**config.mk**
```make
export PLATFORM = sky130hd
export DESIGN_NAME = sbus_frame_decoder_unit
export DESIGN_NICKNAME = d
export VERILOG_FILES = /design/src/rtl/sbus_fd_pkg.sv /design/src/rtl/sbus_fd_ram.sv /design/src/rtl/sbus_fd_unpack.sv /design/src/rtl/sbus_frame_decoder_unit.sv
export SDC_FILE = /design/constraint.sdc
export NUM_CORES = 1
export LEC_CHECK = 0
export BUFFER_PORTS_ARGS = -buffer_cell sky130_fd_sc_hd__buf_2
export CAP_MARGIN = 20
export CELL_PAD_IN_SITES_DETAIL_PLACEMENT = 1
export CELL_PAD_IN_SITES_GLOBAL_PLACEMENT = 2
export CORE_ASPECT_RATIO = 0.9
export CORE_MARGIN = 5
export CORE_UTILIZATION = 38
export DETAILED_ROUTE_END_ITERATION = 7
export GPL_TIMING_DRIVEN = 0
export PLACE_DENSITY = 0.74
export SYNTH_ARGS = -nofsm -noshare
export SYNTH_HDL_FRONTEND = slang
export SYNTH_SLANG_ARGS = --single-unit
```
**constraint.sdc**
```tcl
create_clock -name clk -period 3 [get_ports clk]
set_input_delay 0.15 -clock clk [delete_from_list [all_inputs] [get_ports clk]]
set_output_delay 0.15 -clock clk [all_outputs]
set_load 0.05 [all_outputs]
```
**src/rtl/sbus_fd_pkg.sv**
```systemverilog
// shared constants, codes and types of the sbus frame decoder
package sbus_fd_pkg;

  localparam int NUM_CHANNELS = 16;
  localparam int FRAME_LEN    = 25;
  localparam int POS_W        = $clog2(FRAME_LEN);
  localparam int BYTE_W       = 8;
  localparam int CHAN_W       = 11;
  localparam int IDX_W        = 4;
  localparam int ACC_W        = CHAN_W - 1 + BYTE_W;
  localparam int CNT_W        = $clog2(ACC_W + 1);

  localparam logic [POS_W-1:0] END_POS     = POS_W'(FRAME_LEN - 1);
  localparam logic [POS_W-1:0] FIRST_DATA  = POS_W'(1);
  localparam logic [IDX_W-1:0] LAST_CHAN   = IDX_W'(NUM_CHANNELS - 1);

  typedef enum logic [0:0] {
    REG_START_BYTE = 1'b0,
    REG_END_BYTE   = 1'b1
  } reg_index_t;

  typedef enum logic [0:0] {
    KIND_STATUS  = 1'b0,
    KIND_CHANNEL = 1'b1
  } kind_t;

  typedef enum logic [1:0] {
    ST_ACCEPTED = 2'd0,
    ST_NO_SYNC  = 2'd1,
    ST_BAD_END  = 2'd2
  } status_t;

  // sequencer to unpacker
  typedef struct packed {
    logic clear;
    logic rd_step;
    logic merge;
    logic take;
  } unpack_ctl_t;

  // unpacker to sequencer
  typedef struct packed {
    logic              fill_on_merge;
    logic [CHAN_W-1:0] value;
    logic [IDX_W-1:0]  index;
    logic              is_last;
  } unpack_stat_t;

endpackage

```
**src/rtl/sbus_fd_ram.sv**
```systemverilog
// generic single-write, single-read synchronous ram with registered read data
module sbus_fd_ram #(
  parameter int DEPTH = 25,
  parameter int WIDTH = 8,
  parameter int AW    = $clog2(DEPTH)
) (
  input  logic             clk,
  input  logic             wr_en,
  input  logic [AW-1:0]    wr_addr,
  input  logic [WIDTH-1:0] wr_data,
  input  logic             rd_en,
  input  logic [AW-1:0]    rd_addr,
  output logic [WIDTH-1:0] rd_data
);

  logic [WIDTH-1:0] mem [DEPTH];

  always_ff @(posedge clk) begin
    if (wr_en) begin
      mem[wr_addr] <= wr_data;
    end
  end

  always_ff @(posedge clk) begin
    if (rd_en) begin
      rd_data <= mem[rd_addr];
    end
  end

endmodule

```
**src/rtl/sbus_fd_unpack.sv**
```systemverilog
// bit buffer that slices stored frame bytes into 11-bit channel values
module sbus_fd_unpack
  import sbus_fd_pkg::*;
(
  input  logic                clk,
  input  unpack_ctl_t         ctl,
  input  logic [BYTE_W-1:0]   rd_data,
  output logic [POS_W-1:0]    rd_addr,
  output unpack_stat_t        stat
);

  logic [ACC_W-1:0] acc;
  logic [CNT_W-1:0] cnt;
  logic [IDX_W-1:0] chan;

  always_ff @(posedge clk) begin
    if (ctl.clear) begin
      rd_addr <= FIRST_DATA;
      acc     <= '0;
      cnt     <= '0;
      chan    <= '0;
    end else begin
      if (ctl.rd_step) begin
        rd_addr <= rd_addr + POS_W'(1);
      end
      if (ctl.merge) begin
        acc <= acc | (ACC_W'(rd_data) << cnt);
        cnt <= cnt + CNT_W'(BYTE_W);
      end else if (ctl.take) begin
        acc  <= acc >> CHAN_W;
        cnt  <= cnt - CNT_W'(CHAN_W);
        chan <= chan + IDX_W'(1);
      end
    end
  end

  // one more byte completes a channel once three bits are waiting
  assign stat.fill_on_merge = (cnt >= CNT_W'(CHAN_W - BYTE_W));
  assign stat.value         = acc[CHAN_W-1:0];
  assign stat.index         = chan;
  assign stat.is_last       = (chan == LAST_CHAN);

endmodule

```
**src/rtl/sbus_frame_decoder_unit.sv**
```systemverilog
// sbus frame decoder top level: byte intake, frame store, channel readout
// Takes one received byte per request and builds 25-byte sbus frames in a
// small synchronous frame store. Every byte gives one status result: accepted,
// out of sync start (a byte other than start_byte while no frame is open) or
// bad end byte (byte 24 differs from end_byte). A byte that closes a valid
// frame gives its status result with last low, then sixteen channel results,
// channel 0 first, the final one with last high. An ordinary byte is taken
// when the result register is free. After a valid frame end the readout
// steps through the stored bytes one at a time over the single read port,
// each in an address step and then a merge into the bit buffer, with a
// channel result step per complete channel. No byte is taken during the
// readout, so reads and writes of the frame store never overlap. start_byte
// resets to 0x0f and end_byte to 0x00; write them only while the block is idle.
module sbus_frame_decoder_unit
  import sbus_fd_pkg::*;
(
  input  logic                clk,
  input  logic                rst,
  // configuration write port
  input  logic                cfg_en,
  input  logic [0:0]          cfg_index,
  input  logic [BYTE_W-1:0]   cfg_data,
  // received byte requests
  input  logic                rx_valid,
  output logic                rx_stall,
  input  logic [BYTE_W-1:0]   rx_byte,
  // result requests
  output logic                res_valid,
  input  logic                res_stall,
  output logic                kind,
  output logic [1:0]          status,
  output logic [IDX_W-1:0]    channel_index,
  output logic [CHAN_W-1:0]   channel_value,
  output logic                last
);

  typedef enum logic [1:0] {
    S_IDLE,
    S_READ,
    S_MERGE,
    S_EMIT
  } state_t;

  state_t            state;
  logic [BYTE_W-1:0] start_byte;
  logic [BYTE_W-1:0] end_byte;
  logic [POS_W-1:0]  byte_position;

  logic              out_free;
  logic              res_load;
  logic              rx_take;
  logic              no_sync;
  logic              at_end;
  logic              frame_ok;
  logic              store_wr;
  logic [POS_W-1:0]  rd_addr;
  logic [BYTE_W-1:0] rd_data;
  unpack_ctl_t       ctl;
  unpack_stat_t      stat;

  // configuration registers
  always_ff @(posedge clk) begin
    if (rst) begin
      start_byte <= 8'h0f;
      end_byte   <= 8'h00;
    end else if (cfg_en) begin
      case (reg_index_t'(cfg_index))
        REG_START_BYTE: start_byte <= cfg_data;
        REG_END_BYTE:   end_byte   <= cfg_data;
        default:        ;
      endcase
    end
  end

  // result register can take a new result this cycle
  assign out_free = !res_valid || !res_stall;

  // bytes are only taken while idle and with room for the status result
  assign rx_stall = (state != S_IDLE) || !out_free;
  assign rx_take  = rx_valid && !rx_stall;

  // a new result enters the result register
  assign res_load = rx_take || ((state == S_EMIT) && out_free);

  // byte classification
  assign no_sync  = (byte_position == '0) && (rx_byte != start_byte);
  assign at_end   = (byte_position == END_POS);
  assign frame_ok = rx_take && !no_sync && at_end && (rx_byte == end_byte);
  assign store_wr = rx_take && !no_sync;

  // unpacker control, decoded from the sequencer state and the frame end check
  always_comb begin
    ctl         = '0;
    ctl.clear   = frame_ok;
    ctl.rd_step = (state == S_READ);
    ctl.merge   = (state == S_MERGE);
    ctl.take    = (state == S_EMIT) && out_free;
  end

  sbus_fd_ram #(
    .DEPTH (FRAME_LEN),
    .WIDTH (BYTE_W)
  ) u_store (
    .clk     (clk),
    .wr_en   (store_wr),
    .wr_addr (byte_position),
    .wr_data (rx_byte),
    .rd_en   (state == S_READ),
    .rd_addr (rd_addr),
    .rd_data (rd_data)
  );

  sbus_fd_unpack u_unpack (
    .clk     (clk),
    .ctl     (ctl),
    .rd_data (rd_data),
    .rd_addr (rd_addr),
    .stat    (stat)
  );

  // sequencer, frame position and result register
  always_ff @(posedge clk) begin
    if (rst) begin
      state         <= S_IDLE;
      byte_position <= '0;
      res_valid     <= 1'b0;
    end else begin
      // held while stalled, dropped once taken
      res_valid <= res_load || (res_valid && res_stall);
      case (state)
        S_IDLE: begin
          if (rx_take) begin
            kind          <= KIND_STATUS;
            channel_index <= '0;
            channel_value <= '0;
            // channels follow the status result of a valid frame end
            last          <= !frame_ok;
            if (no_sync) begin
              status <= ST_NO_SYNC;
            end else if (at_end) begin
              byte_position <= '0;
              if (frame_ok) begin
                status <= ST_ACCEPTED;
                state  <= S_READ;
              end else begin
                status <= ST_BAD_END;
              end
            end else begin
              status        <= ST_ACCEPTED;
              byte_position <= byte_position + POS_W'(1);
            end
          end
        end
        S_READ: begin
          state <= S_MERGE;
        end
        S_MERGE: begin
          state <= stat.fill_on_merge ? S_EMIT : S_READ;
        end
        S_EMIT: begin
          if (out_free) begin
            kind          <= KIND_CHANNEL;
            status        <= ST_ACCEPTED;
            channel_index <= stat.index;
            channel_value <= stat.value;
            last          <= stat.is_last;
            state         <= stat.is_last ? S_IDLE : S_READ;
          end
        end
        default: begin
          state <= S_IDLE;
        end
      endcase
    end
  end

endmodule

```
==> reports/summary.log <==
qor: clocking.cts_max_level 1
qor: floorplanning.fp.coreArea 30,800 um2
qor: floorplanning.fp.dieArea 34,800 um2
qor: global_route.vias_in_the_first_global_route 7,314
qor: logic_synthesis.synth_area_leader_cell edfxtp_1
qor: worst_setup_path.path_cells inv_1 -> ha_1 -> and3_1 -> clkbuf_1 -> nand3_1 -> nor2_1
qor: clocking.clock_root_buffer_master clkbuf_16
qor: sta.max_slew.worst_pin.slew 0.917 ns
qor: worst_setup_path.timing.critical_path.arrival 3.03 ns
qor: hold_path.timing.hold.worst_path_depth 2
qor: worst_setup_path.timing.rr.end u_store.mem[20][1]
qor: sta.min_period_over_period 95.0%
qor: clocking.cts_buffers 30
qor: logic_synthesis.synth-seq-cells 283
qor: sta.fmax 351 MHz
qor: logic_synthesis.async_reset_ff_share 0%
qor: sta.maxSlewHeadroom 38.6%
qor: clocking.cts_post_setup_buffers_inserted 0
qor: run_status.run_status finished, final reports clean
qor: worst_setup_path.worst_r2r_path_depth 6
qor: worst_setup_path.timing.critical_path.fanout_max 10
qor: global_route.grt.total_usage 16.6%
qor: logic_synthesis.synthesis.nets 797
qor: global_route.globalRoute.totalOverflow 0
qor: floorplanning.chipWidth 196 um
qor: sta.timing.final.max_slew_violations 0
qor: drt.totalWireLength 28,700 um
qor: finish.filler_cell_count 3,113
qor: logic_synthesis.mappedNetlistArea 11,800 um2
qor: finish.insertedDiodeCount 0
qor: floorplanning.initial_util 38.4%
qor: logic_synthesis.yosysSeqAreaShare 67.0%
qor: floorplanning.pin_count 43
qor: sta.grt_setup_unrepaired yes
qor: worst_setup_path.setup.worst_path.class flop to flop
qor: drt.drt-initial-drc-count 520
qor: worst_setup_path.critical_path.slowest_cell nor2_1
qor: clocking.clk_latency 0.56 ns
qor: drt.avgViaCountPerCell 5.33
qor: clocking.cts_buffer_depth 3
qor: placed_design.io_buffers 39
qor: placed_design.place_congestion 0.778
qor: sta.hold_ws 0.0266 ns
qor: logic_synthesis.synth_area_leaders edfxtp_1, dfxtp_1, mux4_2
qor: worst_setup_path.cp.required 3.18 ns
qor: placed_design.place_hpwl 19,300 um
qor: logic_synthesis.postSynth.topFlopCell edfxtp_1
qor: logic_synthesis.synthesis.yosys.warnings 0
qor: sta.timing.final.crit_period 2.85 ns
qor: worst_setup_path.startpoint_type_of_the_worst_setup_path flop
qor: finish.nNetsFinal 881
qor: logic_synthesis.count_of_cell_types_in_the_netlist 56
qor: pwr.vdd.ir_drop.worst 0.543 mV
qor: sta.finalHoldViolCount 0
qor: drt.routed-via-count 6,816
qor: drt.routedWlPerCell 22.4 um
qor: global_route.initial_antenna_violation_count 0
qor: clocking.num_clock_sinks 283
qor: sta.final-setup-viol-count 0
qor: logic_synthesis.yosys.area.top_type_share 57.5%
qor: finish.most_common_library_cell_in_the_layout_ignoring_fill_and_taps edfxtp_1
qor: drt.drc 0
qor: logic_synthesis.synth_enable_flop_cells 227
qor: floorplanning.die_y 178 um
qor: finish.multi_input_comb_area 3690 um2
qor: worst_setup_path.worstReg2RegStart state[0]
qor: run.max_cap_viol_count 0
qor: clocking.clock_tree_from_tritoncts done
qor: worst_setup_path.crit_path_max_incr_delay 0.73 ns
qor: clocking.cts.reportedPaths.clkPinSlew 0.06 ns
qor: hold_path.hold_path.startpoint rst
qor: finish.register_area 7940 um2
qor: worst_setup_path.setup.worst_path.end_class flop
qor: hold_path.hold_path_end end_byte[5]
qor: floorplanning.rows 61
qor: finish.drive_gt1_share 19.7%
qor: worst_setup_path.setup.reg_to_reg.worst_slack 0.15 ns
qor: pwr.total_power 11.6 mW
qor: logic_synthesis.avgSynthCellArea 15.5 um2
qor: global_route.grt_pass1_wl 44,700 um
qor: pwr.powerDensity 841 nW/um2
qor: worst_setup_path.startpoint state[0]
qor: drt.drt_first_pass_iters 6
qor: hold_path.holdCritPathClass input port to flop
qor: sta.fin_skew 0.0215 ns
qor: finish.area_delta_synth_final 16.4%
qor: pwr.leakage 4.68 nW
qor: global_route.grt_start_max_net_pins 28
qor: finish.layout_common_cells edfxtp_1, nor2_1, dfxtp_1
qor: logic_synthesis.synthCells 762
qor: drt.route.antenna.remaining_nets 0
-- layout make-up --
type,count,share of cell area (%)
Buffer,43,1.58
Inverter,10,0.272
Tap cell,409,3.71
Timing Repair Buffer,52,2.31
Sequential cell,283,57.5
Clock buffer,37,5.78
Clock inverter,19,2.06
Multi-Input combinational cell,426,26.7
-- worst max path at each step --
stage	endpoint
global route	u_store.mem[17][6]
CTS	u_store.mem[18][4]
detailed placement	u_store.mem[2][1]
global placement	u_store.mem[2][1]
finish	u_store.mem[20][1]
floorplan	channel_index[0]
-- flip-flops by register name, indices dropped and copies added (netlist names), 4 cells and up --
name              flops
end_byte              8
channel_value        11
u_unpack.acc         18
channel_index         4
u_unpack.cnt          5
u_store.rd_data       8
u_unpack.rd_addr      5
start_byte            8
u_store.mem         200
byte_position         5
u_unpack.chan         4
-- cells in the mapped netlist, types with 2 or more instances --
master and count:
clkbuf_1 20, ha_1 13, a22o_1 3, nand3_1 17
dfxtp_1 56, a21oi_1 22, nor4_1 3, nor3_1 4
nor2_1 65, buf_2 15, nand4_1 9, buf_4 5
a211oi_1 15, o22a_1 3, nand3b_1 2, or3_1 2
and2_1 16, xor2_1 7, inv_1 9, a221oi_1 3
and4_1 4, nor2b_1 16, nor3b_1 2, o221a_2 2
mux4_2 32, mux2i_1 34, mux4_1 15, xnor2_1 21
o21ai_0 10, and3_1 5, a31oi_1 3, a22oi_1 2
edfxtp_1 227, mux2_2 14, nand2_1 44, nand2b_1 8
a222oi_1 7, a2111oi_0 5, a2bb2oi_1 5
-- power breakdown --
part / leakage, nW / switching (mW) / total (mW) / internal [mW]
clock: 0.518 / 1.53 / 4.01 / 2.49
sequential: 2.50 / 0.153 / 4.65 / 4.50
combinational: 1.66 / 1.73 / 2.93 / 1.20
-- critical path: cells and delay by family, from the launching register on --
family                   cells  cell delay (ns)
flip-flops                   1             0.36
adder cells (fa/ha/maj)      1             0.25
buffers and inverters        2             0.53
AND/OR/NAND/NOR              3             1.33
-- layer usage --
| layer | part of all wire (%) | up-vias | global-route usage [%] |
|---|---|---|---|
| li1 | - | 3135 | - |
| met4 | 1.4 | 0 | 3.03 |
| met2 | 47 | 132 | 27.3 |
| met5 | 0 | - | 0 |
| met3 | 3.7 | 31 | 2.03 |
| met1 | 48 | 3518 | 24.3 |
-- metrics by stage --
stage	utilization (%)	setup slack, ns	area [um2]	std cells	TNS [ns]
6_report	44.7	0.151	13800	1279	0
5_1_grt	44.7	-0.0332	13800	1279	-0.688
4_1_cts	44.7	0.0876	13800	1279	0
3_5_place_dp	40.9	-0.242	12600	1214	-3.33
3_3_place_gp	40.7	-1.05	12600	1210	-38.26
2_1_floorplan	-	0.166	11800	762	0
-- repair_timing --
item / in CTS / in global routing
hold endpoints to repair: 17 / 0
resized for setup: 0 / 5
hold buffers: 9 / 0
endpoints found under the setup margin: 0 / 38
-- cells by family after synthesis --
logic type,after synthesis,share of synthesized area (%)
adder cells (fa/ha/maj),13,1.37
XOR/XNOR,28,2.07
AO/OA/AOI/OAI,86,5.21
multiplexers,95,13.6
buffers and inverters,53,2.15
flip-flops,283,67.0
AND/OR/NAND/NOR,204,8.59
Note: power is estimated with default switching activity, not from simulation.
